===== config.mk =====
export PLATFORM = sky130hd
export DESIGN_NAME = four_digit_led_frame_formatter_unit
export DESIGN_NICKNAME = d
export VERILOG_FILES = /design/src/rtl/core/ffmt_pkg.sv /design/src/rtl/core/ffmt_front.sv /design/src/rtl/core/ffmt_queue.sv /design/src/rtl/core/ffmt_back.sv /design/src/rtl/core/four_digit_led_frame_formatter_unit.sv
export SDC_FILE = /design/constraint.sdc
export NUM_CORES = 1
export LEC_CHECK = 0
export BUFFER_PORTS_ARGS = -buffer_cell sky130_fd_sc_hd__buf_2
export CORE_ASPECT_RATIO = 0.9
export CORE_MARGIN = 2
export CORE_UTILIZATION = 38
export CTS_BUF_LIST = sky130_fd_sc_hd__clkbuf_4
export DETAILED_ROUTE_END_ITERATION = 10
export SKIP_CTS_REPAIR_TIMING = 1
export SLEW_MARGIN = 20
export SYNTH_ARGS = -nofsm -noshare
export SYNTH_HDL_FRONTEND = slang
export SYNTH_HIERARCHICAL = 1
export SYNTH_SLANG_ARGS = --single-unit

===== constraint.sdc =====
create_clock -name i_clk -period 7.7 [get_ports i_clk]
set_input_delay 0 -clock i_clk [delete_from_list [all_inputs] [get_ports i_clk]]
set_output_delay 0 -clock i_clk [all_outputs]
set_load 0.03 [all_outputs]

===== src/rtl/core/ffmt_pkg.sv =====
// ============================================================================
// ffmt_pkg: shared types and constants of the LED frame formatter
// Item layouts, opcode and command byte values, the digit segment table and
// the job record that travels from the front end to the byte sequencer.
// ============================================================================
package ffmt_pkg;

    // Request opcodes.
    localparam logic [2:0] OP_UNSIGNED = 3'd0;
    localparam logic [2:0] OP_TIME     = 3'd1;
    localparam logic [2:0] OP_COLON    = 3'd2;
    localparam logic [2:0] OP_SIGNED   = 3'd3;
    localparam logic [2:0] OP_OFF      = 3'd4;
    localparam logic [2:0] OP_BRIGHT   = 3'd5;
    localparam logic [2:0] OP_INIT     = 3'd6;

    // Driver command bytes and special segment patterns.
    localparam logic [7:0] ADDR_CMD  = 8'hC0;
    localparam logic [7:0] DATA_CMD  = 8'h40;
    localparam logic [7:0] DISP_CMD  = 8'h80;
    localparam logic [7:0] DISP_ON   = 8'h08;
    localparam logic [7:0] DASH_SEG  = 8'h40;
    localparam logic [7:0] BLANK_SEG = 8'h00;
    localparam logic [7:0] POINT_BIT = 8'h80;

    // Saturation limits and the reset brightness.
    localparam logic [15:0] MAX_UNSIGNED = 16'd9999;
    localparam logic [15:0] MAX_NEG_MAG  = 16'd999;
    localparam logic [15:0] MAX_LEVEL    = 16'd7;
    localparam logic [2:0]  RESET_LEVEL  = 3'd2;

    // Reciprocal multipliers: floor(x * K >> S) equals x / D over each range.
    localparam int MUL_DIV1000 = 8389;   // x < 10000, shift 23
    localparam int MUL_DIV100  = 41;     // x < 1000, shift 12
    localparam int MUL_DIV10   = 205;    // x < 100, shift 11

    // Depth of the job queue between the front end and the sequencer.
    localparam int FFMT_QUEUE_DEPTH = 2;

    // Segment patterns of digits 0 to 9, bit0 = a up to bit6 = g.
    localparam logic [9:0][7:0] DIGIT_SEG = {
        8'h6F, 8'h7F, 8'h07, 8'h7D, 8'h6D, 8'h66, 8'h4F, 8'h5B, 8'h06, 8'h3F
    };

    typedef struct packed {
        logic [2:0]  op;
        logic [15:0] value;
    } t_in_item;

    typedef struct packed {
        logic [7:0] wire_byte;
        logic       frame_start;
        logic       frame_end;
        logic       last;
    } t_out_item;

    // How a request is rendered once it leaves the first stage.
    typedef enum logic [1:0] {
        KIND_DIGITS,
        KIND_SIGNED,
        KIND_CMD1,
        KIND_CMD2
    } t_kind;

    // One front pipeline stage: digits are peeled off the remainder x.
    typedef struct packed {
        t_kind       kind;
        logic        point;
        logic        neg;
        logic [13:0] x;
        logic [3:0]  d3;
        logic [3:0]  d2;
        logic [3:0]  d1;
        logic [7:0]  cmd0;
        logic [7:0]  cmd1;
    } t_fstage;

    // A finished job: up to five bytes with their frame marks.
    typedef struct packed {
        logic [2:0]      last_idx;
        logic [4:0][7:0] bytes;
        logic [4:0]      start_mask;
        logic [4:0]      end_mask;
    } t_job;

    function automatic logic [7:0] seg_of(input logic [3:0] d);
        logic [7:0] s;
        s = BLANK_SEG;
        if (d <= 4'd9) begin
            s = DIGIT_SEG[d];
        end
        return s;
    endfunction

endpackage


===== src/rtl/core/ffmt_front.sv =====
// ============================================================================
// ffmt_front: request intake, classification and digit extraction
// Accepts requests, keeps the brightness level, saturates the number and
// peels off one decimal digit per stage before building a job record.
// ============================================================================
module ffmt_front
    import ffmt_pkg::*;
(
    input  logic      i_clk,
    input  logic      i_rst_n,
    input  logic      i_valid,
    input  t_in_item  i_data,
    output logic      o_stall,
    output logic      o_push,
    output t_job      o_job,
    input  logic      i_full
);

    logic       r_v1, r_v2, r_v3, r_v4;
    logic       n_v1, n_v2, n_v3, n_v4;
    t_fstage    r_s1, r_s2, r_s3, r_s4;
    t_fstage    n_s1, n_s2, n_s3, n_s4;
    logic [2:0] r_level, n_level;

    logic w_adv1, w_adv2, w_adv3, w_adv4;
    logic w_can1, w_can2, w_can3, w_can4;
    logic w_accept, w_keep;

    logic [15:0] w_negmag;
    logic [15:0] w_mag;
    logic [2:0]  w_new_level;
    logic [27:0] w_p3;
    logic [15:0] w_p2;
    logic [14:0] w_p1;
    logic [3:0]  w_d3, w_d2, w_d1, w_d0;
    logic [3:0][7:0] w_seg;

    // Stage handshake: a stage moves when the one after it can take it.
    assign w_adv4   = r_v4 && !i_full;
    assign w_can4   = !r_v4 || w_adv4;
    assign w_adv3   = r_v3 && w_can4;
    assign w_can3   = !r_v3 || w_adv3;
    assign w_adv2   = r_v2 && w_can3;
    assign w_can2   = !r_v2 || w_adv2;
    assign w_adv1   = r_v1 && w_can2;
    assign w_can1   = !r_v1 || w_adv1;
    assign o_stall  = !w_can1;
    assign w_accept = i_valid && w_can1;
    assign o_push   = w_adv4;

    // Classify the incoming item and saturate its number.
    always_comb begin
        w_negmag    = ~i_data.value + 16'd1;
        w_new_level = (i_data.value > MAX_LEVEL) ? 3'd7 : i_data.value[2:0];
        w_mag       = (i_data.value > MAX_UNSIGNED) ? MAX_UNSIGNED : i_data.value;
        w_keep      = 1'b1;
        n_level     = r_level;
        n_s1        = '0;
        n_s1.kind   = KIND_DIGITS;
        unique case (i_data.op)
            OP_UNSIGNED: begin
                n_s1.x = w_mag[13:0];
            end
            OP_TIME, OP_COLON: begin
                n_s1.x     = w_mag[13:0];
                n_s1.point = 1'b1;
            end
            OP_SIGNED: begin
                n_s1.kind = KIND_SIGNED;
                n_s1.neg  = i_data.value[15];
                if (i_data.value[15]) begin
                    n_s1.x = (w_negmag > MAX_NEG_MAG) ? MAX_NEG_MAG[13:0] : w_negmag[13:0];
                end else begin
                    n_s1.x = w_mag[13:0];
                end
            end
            OP_OFF: begin
                n_s1.kind = KIND_CMD1;
                n_s1.cmd0 = DISP_CMD | {5'd0, r_level};
            end
            OP_BRIGHT: begin
                n_s1.kind = KIND_CMD1;
                n_s1.cmd0 = DISP_CMD | DISP_ON | {5'd0, w_new_level};
                if (w_accept) begin
                    n_level = w_new_level;
                end
            end
            OP_INIT: begin
                n_s1.kind = KIND_CMD2;
                n_s1.cmd0 = DATA_CMD;
                n_s1.cmd1 = DISP_CMD | DISP_ON | {5'd0, r_level};
            end
            default: begin
                w_keep = 1'b0;
            end
        endcase
    end

    // Thousands digit from the saturated value.
    always_comb begin
        w_p3    = 28'(r_s1.x) * 28'(MUL_DIV1000);
        w_d3    = w_p3[26:23];
        n_s2    = r_s1;
        n_s2.d3 = w_d3;
        n_s2.x  = r_s1.x - 14'(14'(w_d3) * 14'd1000);
    end

    // Hundreds digit from the remainder below one thousand.
    always_comb begin
        w_p2    = 16'(r_s2.x[9:0]) * 16'(MUL_DIV100);
        w_d2    = w_p2[15:12];
        n_s3    = r_s2;
        n_s3.d2 = w_d2;
        n_s3.x  = r_s2.x - 14'(14'(w_d2) * 14'd100);
    end

    // Tens digit; the units digit is what remains.
    always_comb begin
        w_p1    = 15'(r_s3.x[6:0]) * 15'(MUL_DIV10);
        w_d1    = w_p1[14:11];
        n_s4    = r_s3;
        n_s4.d1 = w_d1;
        n_s4.x  = r_s3.x - 14'(14'(w_d1) * 14'd10);
    end

    // Segment patterns with point, blanking and dash placement.
    always_comb begin
        w_d0     = r_s4.x[3:0];
        w_seg[3] = seg_of(r_s4.d3);
        w_seg[2] = seg_of(r_s4.d2) | (r_s4.point ? POINT_BIT : BLANK_SEG);
        w_seg[1] = seg_of(r_s4.d1);
        w_seg[0] = seg_of(w_d0);
        if (r_s4.kind == KIND_SIGNED) begin
            if (r_s4.neg) begin
                if (r_s4.d2 != 4'd0) begin
                    w_seg[3] = DASH_SEG;
                end else if (r_s4.d1 != 4'd0) begin
                    w_seg[3] = BLANK_SEG;
                    w_seg[2] = DASH_SEG;
                end else begin
                    w_seg[3] = BLANK_SEG;
                    w_seg[2] = BLANK_SEG;
                    w_seg[1] = DASH_SEG;
                end
            end else begin
                if (r_s4.d3 == 4'd0) begin
                    w_seg[3] = BLANK_SEG;
                end
                if (r_s4.d3 == 4'd0 && r_s4.d2 == 4'd0) begin
                    w_seg[2] = BLANK_SEG;
                end
                if (r_s4.d3 == 4'd0 && r_s4.d2 == 4'd0 && r_s4.d1 == 4'd0) begin
                    w_seg[1] = BLANK_SEG;
                end
            end
        end
    end

    // Build the job record from the last stage.
    always_comb begin
        o_job = '0;
        unique case (r_s4.kind)
            KIND_DIGITS, KIND_SIGNED: begin
                o_job.last_idx   = 3'd4;
                o_job.bytes      = {w_seg[0], w_seg[1], w_seg[2], w_seg[3], ADDR_CMD};
                o_job.start_mask = 5'b00001;
                o_job.end_mask   = 5'b10000;
            end
            KIND_CMD1: begin
                o_job.last_idx   = 3'd0;
                o_job.bytes[0]   = r_s4.cmd0;
                o_job.start_mask = 5'b00001;
                o_job.end_mask   = 5'b00001;
            end
            KIND_CMD2: begin
                o_job.last_idx   = 3'd1;
                o_job.bytes[0]   = r_s4.cmd0;
                o_job.bytes[1]   = r_s4.cmd1;
                o_job.start_mask = 5'b00011;
                o_job.end_mask   = 5'b00011;
            end
            default: begin
                o_job = '0;
            end
        endcase
    end

    // Stage occupancy follows the handshake chain.
    always_comb begin
        n_v1 = w_can1 ? (w_accept && w_keep) : r_v1;
        n_v2 = w_can2 ? w_adv1 : r_v2;
        n_v3 = w_can3 ? w_adv2 : r_v3;
        n_v4 = w_can4 ? w_adv3 : r_v4;
    end

    // Control registers.
    always_ff @(posedge i_clk) begin
        if (!i_rst_n) begin
            r_v1    <= 1'b0;
            r_v2    <= 1'b0;
            r_v3    <= 1'b0;
            r_v4    <= 1'b0;
            r_level <= RESET_LEVEL;
        end else begin
            r_v1    <= n_v1;
            r_v2    <= n_v2;
            r_v3    <= n_v3;
            r_v4    <= n_v4;
            r_level <= n_level;
        end
    end

    // Stage payloads.
    always_ff @(posedge i_clk) begin
        if (w_accept && w_keep) begin
            r_s1 <= n_s1;
        end
        if (w_adv1) begin
            r_s2 <= n_s2;
        end
        if (w_adv2) begin
            r_s3 <= n_s3;
        end
        if (w_adv3) begin
            r_s4 <= n_s4;
        end
    end

endmodule


===== src/rtl/core/ffmt_queue.sv =====
// ============================================================================
// ffmt_queue: job queue between front end and byte sequencer
// A small circular buffer of job records so each side can stall on its own.
// ============================================================================
module ffmt_queue
    import ffmt_pkg::*;
#(
    parameter int Depth = FFMT_QUEUE_DEPTH
)
(
    input  logic i_clk,
    input  logic i_rst_n,
    input  logic i_push,
    input  t_job i_job,
    output logic o_full,
    input  logic i_pop,
    output logic o_empty,
    output t_job o_head
);

    localparam int AW = (Depth > 1) ? $clog2(Depth) : 1;
    localparam int CW = $clog2(Depth + 1);
    localparam logic [AW-1:0] LAST_PTR = AW'(Depth - 1);
    localparam logic [CW-1:0] FULL_CNT = CW'(Depth);

    t_job            r_mem [Depth];
    logic [AW-1:0]   r_wr_ptr, n_wr_ptr;
    logic [AW-1:0]   r_rd_ptr, n_rd_ptr;
    logic [CW-1:0]   r_count, n_count;

    assign o_full  = (r_count == FULL_CNT);
    assign o_empty = (r_count == '0);
    assign o_head  = r_mem[r_rd_ptr];

    // Pointer wrap and occupancy.
    always_comb begin
        n_wr_ptr = r_wr_ptr;
        n_rd_ptr = r_rd_ptr;
        n_count  = r_count;
        if (i_push) begin
            n_wr_ptr = (r_wr_ptr == LAST_PTR) ? '0 : r_wr_ptr + AW'(1);
        end
        if (i_pop) begin
            n_rd_ptr = (r_rd_ptr == LAST_PTR) ? '0 : r_rd_ptr + AW'(1);
        end
        if (i_push && !i_pop) begin
            n_count = r_count + CW'(1);
        end else if (i_pop && !i_push) begin
            n_count = r_count - CW'(1);
        end
    end

    always_ff @(posedge i_clk) begin
        if (!i_rst_n) begin
            r_wr_ptr <= '0;
            r_rd_ptr <= '0;
            r_count  <= '0;
        end else begin
            r_wr_ptr <= n_wr_ptr;
            r_rd_ptr <= n_rd_ptr;
            r_count  <= n_count;
        end
    end

    // Entry storage.
    always_ff @(posedge i_clk) begin
        if (i_push) begin
            r_mem[r_wr_ptr] <= i_job;
        end
    end

    // The queue is never pushed when full nor popped when empty.
    a_no_overflow: assert property (@(posedge i_clk) disable iff (!i_rst_n)
        o_full |-> !i_push)
        else $error("job queue pushed while full");

    a_no_underflow: assert property (@(posedge i_clk) disable iff (!i_rst_n)
        o_empty |-> !i_pop)
        else $error("job queue popped while empty");

    a_count_range: assert property (@(posedge i_clk) disable iff (!i_rst_n)
        r_count <= FULL_CNT)
        else $error("job queue count out of range");

endmodule


===== src/rtl/core/ffmt_back.sv =====
// ============================================================================
// ffmt_back: byte sequencer
// Takes job records from the queue and sends their bytes one per cycle, unless the output
// is stalled, through an output register, marking frame boundaries and the final byte.
// ============================================================================
module ffmt_back
    import ffmt_pkg::*;
(
    input  logic      i_clk,
    input  logic      i_rst_n,
    input  logic      i_empty,
    input  t_job      i_head,
    output logic      o_pop,
    output logic      o_valid,
    output t_out_item o_data,
    input  logic      i_stall
);

    t_job       r_job;
    logic       r_busy, n_busy;
    logic [2:0] r_idx, n_idx;
    logic       r_ovalid, n_ovalid;
    t_out_item  r_out, n_out;
    logic       w_emit, w_done;

    assign o_valid = r_ovalid;
    assign o_data  = r_out;

    // A byte is sent when the output register is free or being drained.
    assign w_emit = r_busy && (!r_ovalid || !i_stall);
    assign w_done = w_emit && (r_idx == r_job.last_idx);
    assign o_pop  = (!r_busy || w_done) && !i_empty;

    // Next byte, sequencer position and output occupancy.
    always_comb begin
        n_out             = r_out;
        n_out.wire_byte   = r_job.bytes[r_idx];
        n_out.frame_start = r_job.start_mask[r_idx];
        n_out.frame_end   = r_job.end_mask[r_idx];
        n_out.last        = (r_idx == r_job.last_idx);
        n_ovalid          = w_emit ? 1'b1 : (i_stall ? r_ovalid : 1'b0);
        n_busy            = o_pop ? 1'b1 : (w_done ? 1'b0 : r_busy);
        n_idx             = o_pop ? 3'd0 : (w_emit ? r_idx + 3'd1 : r_idx);
    end

    always_ff @(posedge i_clk) begin
        if (!i_rst_n) begin
            r_busy   <= 1'b0;
            r_idx    <= 3'd0;
            r_ovalid <= 1'b0;
        end else begin
            r_busy   <= n_busy;
            r_idx    <= n_idx;
            r_ovalid <= n_ovalid;
        end
    end

    // Job and output payloads.
    always_ff @(posedge i_clk) begin
        if (o_pop) begin
            r_job <= i_head;
        end
        if (w_emit) begin
            r_out <= n_out;
        end
    end

    // The final byte of a request always closes its frame.
    a_last_ends_frame: assert property (@(posedge i_clk) disable iff (!i_rst_n)
        r_ovalid && r_out.last |-> r_out.frame_end)
        else $error("final byte without frame end");

    a_idx_in_job: assert property (@(posedge i_clk) disable iff (!i_rst_n)
        r_busy |-> r_idx <= r_job.last_idx)
        else $error("sequencer position past end of job");

    a_display_addr: assert property (@(posedge i_clk) disable iff (!i_rst_n)
        r_ovalid && r_out.frame_start && !r_out.frame_end |-> r_out.wire_byte == ADDR_CMD)
        else $error("open frame does not begin with the address command");

endmodule


===== src/rtl/core/four_digit_led_frame_formatter_unit.sv =====
// A request passes the four front stages, the job queue, the job register and the output
// register before its first byte shows on o_data. The byte sequencer sends one byte per cycle
// while i_stall is low; a display request gives five bytes, brightness or off one, init two.
// The front end takes a new request every cycle while its four stages and the job queue drain.
// Reset empties the stages, the queue and the output register and sets brightness to level 2.
// ============================================================================
// four_digit_led_frame_formatter_unit: LED driver frame formatter top level
// Turns display and control requests into command and segment bytes with
// frame start/stop marks, for a downstream two-wire pin serializer.
// ============================================================================
module four_digit_led_frame_formatter_unit
    import ffmt_pkg::*;
#(
    parameter int QueueDepth = FFMT_QUEUE_DEPTH
)
(
    input  logic      i_clk,
    input  logic      i_rst_n,
    input  logic      i_valid,
    input  t_in_item  i_data,
    output logic      o_stall,
    output logic      o_valid,
    output t_out_item o_data,
    input  logic      i_stall
);

    t_job w_push_job;
    t_job w_head;
    logic w_push, w_full, w_pop, w_empty;

    // Intake, classification and digit extraction.
    ffmt_front u_front (
        .i_clk   (i_clk),
        .i_rst_n (i_rst_n),
        .i_valid (i_valid),
        .i_data  (i_data),
        .o_stall (o_stall),
        .o_push  (w_push),
        .o_job   (w_push_job),
        .i_full  (w_full)
    );

    // Decoupling queue of jobs.
    ffmt_queue #(
        .Depth (QueueDepth)
    ) u_queue (
        .i_clk   (i_clk),
        .i_rst_n (i_rst_n),
        .i_push  (w_push),
        .i_job   (w_push_job),
        .o_full  (w_full),
        .i_pop   (w_pop),
        .o_empty (w_empty),
        .o_head  (w_head)
    );

    // Byte sequencer with output register.
    ffmt_back u_back (
        .i_clk   (i_clk),
        .i_rst_n (i_rst_n),
        .i_empty (w_empty),
        .i_head  (w_head),
        .o_pop   (w_pop),
        .o_valid (o_valid),
        .o_data  (o_data),
        .i_stall (i_stall)
    );

endmodule


### Word level (Yosys, flattened, before mapping)

Memories as Yosys holds them, arrays and structs flattened. A register that Yosys moved wholly into a read port is not among the register bits.
Cells that the tools add are included.
W data, S select, Z words.

* register bits after elaboration: 166
* RAM bits: 106
* ROM bits: 512
* bits of input ports: 23
* output and inout bits: 13
* word-level logic and storage cells: 193
* memories: 5

* $add $sub $neg: 9
* $mul: 6
* order comparisons: 12
* equal/unequal tests: 12
* mux-type cells: 52
* bitwise operators: 3
* reductions and logical operators: 48

Memories
* (name not given): words 16, width 8, read ports 1, clocked after memory_dff 1, write ports 0, line ffmt_pkg.sv:90 `s = DIGIT_SEG[d];`
* (name not given): words 16, width 8, read ports 1, clocked after memory_dff 1, write ports 0, line ffmt_pkg.sv:90
* (name not given): words 16, width 8, read ports 1, clocked after memory_dff 1, write ports 0, line ffmt_pkg.sv:90
* (name not given): words 16, width 8, read ports 1, clocked after memory_dff 1, write ports 0, line ffmt_pkg.sv:90
* u_queue.r_mem: words 2, width 53, read ports 1, clocked after memory_dff 1, write ports 1, line ffmt_queue.sv:26 `t_job r_mem [Depth];`

Operators with widths (count)
* $mux W8: 15
* $mux W24: 3
* $pmux W18 S3: 1
* $mux W14: 3
* $pmux W14 S2: 1
* $mul A14 B14 Y27 const B: 1
* $bmux W8 S3: 1
* $pmux W8 S3: 1
* $lt A4 B5 Y1 const B: 4
* $add A16 B1 Y16 const B: 1
* $gt A16 B10 Y1 const B: 1
* $gt A16 B14 Y1 const B: 1
* $gt A16 B3 Y1 const B: 1
* $le A4 B4 Y1 const B: 4
* $mul A10 B6 Y16 const B: 1
* $mux W16: 1
* $mux W4: 4
* $not A16 Y16: 1
* $pmux W8 S2: 1
* $mul A7 B8 Y15 const B: 1
* $mux W7: 2
* $logic_and A1 B1 Y1: 13
* $logic_not A1 Y1: 12
* $logic_not A4 Y1: 3
* 35 further kinds: 65

### Longest topological paths before layout

* depth after elaboration: 12
* mapped depth: 31
* mapped depth without buffers: 31

### Hierarchy

The synthesis kept the hierarchy.

Modules (own cells, without submodules)
* ffmt_front: instances 1, cells each 964, area each 10603.9 um^2, seq. area each 4033.9 um^2
* ffmt_queue: instances 1, cells each 187, area each 4060.1 um^2, seq. area each 3283.1 um^2
* ffmt_back: instances 1, cells each 140, area each 2637.5 um^2, seq. area each 2021.9 um^2

### Worst setup path after synthesis

No wires, ideal clock.

* kind: register to register
* start point: register u_front/r_s1[37] in the netlist's numbering
* end point: register u_front/r_s2[37] in the netlist's numbering (data pin)
* setup time: 0.260 ns
* arrival: 6.866 ns
* data required time: 7.440 ns
* slack: 0.574 ns
* stages on the path, launching flop included: 26
* path buffers: 0
* clock period less this slack: 7.126 ns
* cells stage by stage: edfxtp_1 ha_1 ha_1 ha_1 fa_1 fa_1 ha_1 ha_1 a21oi_1 o21ai_0 a221oi_1 nor2b_1 a2111oi_1 nand2b_1 and3_1 nor2_1 ha_1 inv_1 fa_1 fa_1 ha_1 a21o_1 a21oi_1 xnor2_1 xnor2_1 xnor2_1

RTL lines
* start, declared: line ffmt_front.sv:21 `t_fstage r_s1, r_s2, r_s3, r_s4;`
* start signal, assigned: line ffmt_front.sv:216 `r_s1 <= n_s1;`
* end signal, assigned: line ffmt_front.sv:219 `r_s2 <= n_s2;`
* end, declared: line ffmt_front.sv:21

==> summary.txt <==
Pwr
  – Sw Ratio: 31.7%
  – NetSw: 1760 uW
  – Total chip power: 5550 uW
  – Comb pwr share: 31.7%
  – Sequential share of power: 42.9%
  – Leakage Power: 0.00823 uW
  – Internal power: 3790 uW
  – PwrDens: 283 mW/mm2
  – Clock Power Share: 25.4%
  – Worst VDD drop: 0.179 mV

Critical path
  – Critical path launch point type: register
  – Crit Path Category: register to register
  – Critical path's most frequent cell: ha_1
  – Arr. time, crit path: 7.71 ns
  – Worst path slowest cell: fa_1
  – CP endpoint kind: register
  – Crit path max fanout: 5
  – CP max stage delay: 0.54 ns
  – WP data required: 8.15 ns

Final layout
  – Multi-input gate area: 0.00716 mm2
  – Area Overhead vs Synth: 13.4%
  – Fill cells: 4270
  – Non-filler cells, final: 2110
  – FF/Latch Area: 0.00934 mm2
  – Fin area: 0.0196 mm2
  – Share of cells above drive strength 1: 19.0%
  – Fin nets: 1706

Timing
  – Hold Worst Slack: 0.0683 ns
  – Min cycle time layout: 7.26 ns
  – Highest achievable clock rate: 0.138 GHz
  – Setup TNS: 0 ns
  – Slew margin rel.: 33.6%
  – Least-Margin Pin Slew: 0.987 ns
  – Final Skew: 0.0472 ns
  – Final Cycle Share: 94.3%
  – Max Slew Vio Count: 0
  – Fin. Hold Viols: 0
  – Final setup violation count: 0

Synth
  – Sequential area share after synthesis: 54.0%
  – Post-synth EDFFs: 281
  – Synth warn: 6
  – Synth Cell Area: 0.0173 mm2
  – Synth unique cells: 78
  – Synthesized flop and latch total: 326
  – Mapped Cells: 1291
  – Async S/R FF share, synth: 0%
  – Avg Cell Area, Syn: 13.4 um2
  – Most common flop cell mapped by yosys: edfxtp_1

CTS
  – Sink Count: 326
  – Worst skew pair latency: 0.74 ns
  – Cts bufs inserted: 80
  – H-Tree Depth: 3
  – CTS root buf: clkbuf_4
  – Clock Path Buffers: 3
  – TritonCTS clock tree: yes
  – Reg clk slew, reported paths: 0.06 ns

Route
  – WL/cell: 14.3 um
  – Iteration count of the initial detailed-routing pass: 5
  – DRC viols: 0
  – Vias per cell: 4.76
  – Drt total wl: 30.2 mm
  – Antenna-violating nets left: 0
  – Vias: 10000
  – Initial DRC Count: 455

Global routing
  – All-Layer GR Usage: 13.1%
  – Initial antenna violation count: 2
  – Largest net degree at the start of global routing: 56
  – First-pass GRT wire length: 49.7 mm
  – Total gr overflow: 0
  – Vias in the first global route: 10200

Placed design
  – Area after DPL: 0.0181 mm2
  – HPWL Detailed: 20.7 mm
  – Placed Cells: 1919
  – Port Buffer Count: 35
  – RD Place Congestion: 0.857

Floorplanning
  – Die Footprint: 0.0473 mm2
  – Floorplan row count: 74
  – Initial Util: 38.3%
  – Core footprint: 0.0452 mm2
  – Die extent in x: 229 um
  – Ports: 36
  – Die Span Y: 206 um

Hold path
  – Kind of path behind the tightest hold check: input port to register

Run
  – Max_cap viols: 0

Outcome
  – Outcome: completed
## layout make-up
cell class | instances | area share [%]
well taps | 608 | 3.88
repair buffers | 97 | 3.69
inverters | 163 | 3.12
clock buffers | 120 | 4.59
flip-flops and latches | 326 | 47.6
multi-input cells | 773 | 36.5
diodes | 2 | 0.0255
clock inverters | 21 | 0.612
## metrics by stage
step                      utilization, %  setup slack (ns)
after floorplan                        -             0.574
after global placement              40.1             0.359
after detailed placement            40.1             0.161
after CTS                           42.4             0.140
after global routing                43.4          -0.00476
final                               43.4             0.439
## cell usage in the layout, fill, tap and decap left out, types with 11 or more instances in the layout
| cell | n |
|---|---|
| and2_1 | 35 |
| buf_4 | 29 |
| o21ai_1 | 14 |
| conb_1 | 11 |
| ha_1 | 203 |
| clkbuf_4 | 120 |
| fa_1 | 39 |
| dfxtp_1 | 43 |
| mux2i_1 | 15 |
| xnor2_1 | 28 |
| dlygate4sd3_1 | 33 |
| nand2_1 | 55 |
| mux2_2 | 63 |
| a21oi_1 | 35 |
| nand2b_1 | 14 |
| edfxtp_1 | 281 |
| nand4_1 | 11 |
| clkinv_1 | 16 |
| o21ai_0 | 23 |
| nor2_1 | 50 |
| xor2_1 | 15 |
| inv_1 | 162 |
| buf_2 | 35 |
## synth_stat cells, types with 4 or more instances
| master | instances | share of area, % |
|---|---|---|
| o211ai_1 | 7 | 0.30 |
| nor2b_1 | 11 | 0.40 |
| o21ai_0 | 24 | 0.69 |
| o22ai_1 | 4 | 0.14 |
| edfxtp_1 | 281 | 49 |
| and3_1 | 10 | 0.36 |
| nand2b_1 | 14 | 0.51 |
| mux2_2 | 63 | 4.1 |
| nor4_1 | 5 | 0.18 |
| mux2i_1 | 15 | 0.87 |
| nand4_1 | 11 | 0.40 |
| nand2_1 | 55 | 1.2 |
| a21oi_1 | 37 | 1.1 |
| o21a_1 | 8 | 0.35 |
| mux4_2 | 7 | 0.91 |
| a211oi_1 | 7 | 0.30 |
| clkbuf_1 | 12 | 0.26 |
| a211o_1 | 6 | 0.30 |
| nor3_1 | 7 | 0.20 |
| and2_1 | 36 | 1.3 |
| nor2_1 | 51 | 1.1 |
| buf_4 | 15 | 0.65 |
| o21ai_1 | 13 | 0.38 |
| inv_1 | 162 | 3.5 |
| or4_1 | 4 | 0.17 |
| xnor2_1 | 28 | 1.4 |
| dfxtp_1 | 45 | 5.2 |
| a21boi_0 | 4 | 0.17 |
| fa_1 | 39 | 4.5 |
| buf_6 | 6 | 0.39 |
| ha_1 | 203 | 15 |
| a21o_1 | 8 | 0.35 |
| a32oi_1 | 6 | 0.30 |
| nand3_1 | 7 | 0.20 |
| xor2_1 | 15 | 0.76 |
## cell families (layout without fill, tap and decap cells)
group,Yosys count,after routing,share of synthesized area [%]
adder cells (fa/ha/maj),242,242,19.2
AND/OR/NAND/NOR,232,232,7.13
XOR/XNOR,44,44,2.27
buffers and inverters,201,401,5.05
multiplexers,89,89,6.40
AO/OA/AOI/OAI,155,155,5.93
flip-flops,326,326,54.0
other,2,13,0.0434
## routing by layer
layer  GRT usage, %  wire, um  up-vias
met3           3.63      1290       53
met4           4.92       665        0
met2           22.0     14300      193
met1           16.2     13900     4816
met5              0         0        -
li1               -         -     4980
## path summary, 6_finish.rpt
check                     endpoint             start  slack [ns]  depth (start not counted)
hold reg to reg    u_front/n_s4[1]   u_front/n_s3[1]        0.40                          0
setup reg to reg  u_front/r_s2[37]  u_front/r_s1[35]        0.44                         27
hold / removal    u_front/r_s1[34]         i_data[5]        0.07                          5
setup / recovery  u_front/r_s2[37]  u_front/r_s1[35]        0.44                         27
## critical path: cells and delay by family, from the launching register on
kind            cells  cell delay (ns)
fa+ha+maj          11             4.18
compound gates      5             1.13
flops               1             0.50
simple gates        4             0.45
xor+xnor            3             0.39
buf+inv             4             0.33
## sequential cells by signal, summed over array words and instances, names as in the netlist, named ones only
| register | flops |
|---|---|
| u_front/r_v1 | 1 |
| u_front/r_level | 3 |
| u_queue/r_rd_ptr | 1 |
| u_front/r_v4 | 1 |
| u_back/o_data | 11 |
| u_front/r_s3 | 7 |
| u_front/n_s4 | 21 |
| u_back/r_busy | 1 |
| u_front/r_v2 | 1 |
| u_queue/r_wr_ptr | 1 |
| u_front/r_s1 | 14 |
| u_queue/r_mem | 106 |
| u_front/r_s4 | 29 |
| u_front/n_s2 | 13 |
| u_front/r_v3 | 1 |
| u_back/r_job | 53 |
| u_front/n_s3 | 17 |
| u_front/r_s2 | 10 |
| u_back/r_idx | 3 |
| u_queue/r_count | 2 |
| u_back/o_valid | 1 |
## power by group through the flow
stage / registers, uW / clock network, uW / logic, uW
floorplan: 2410 / 0 / 1360
detailed placement: 2420 / 0 / 1750
global route: 2410 / 1560 / 2030
CTS: 2390 / 1480 / 1770
global placement: 2420 / 0 / 1710
finish: 2380 / 1410 / 1760
Note: power is estimated with default switching activity, not from simulation.
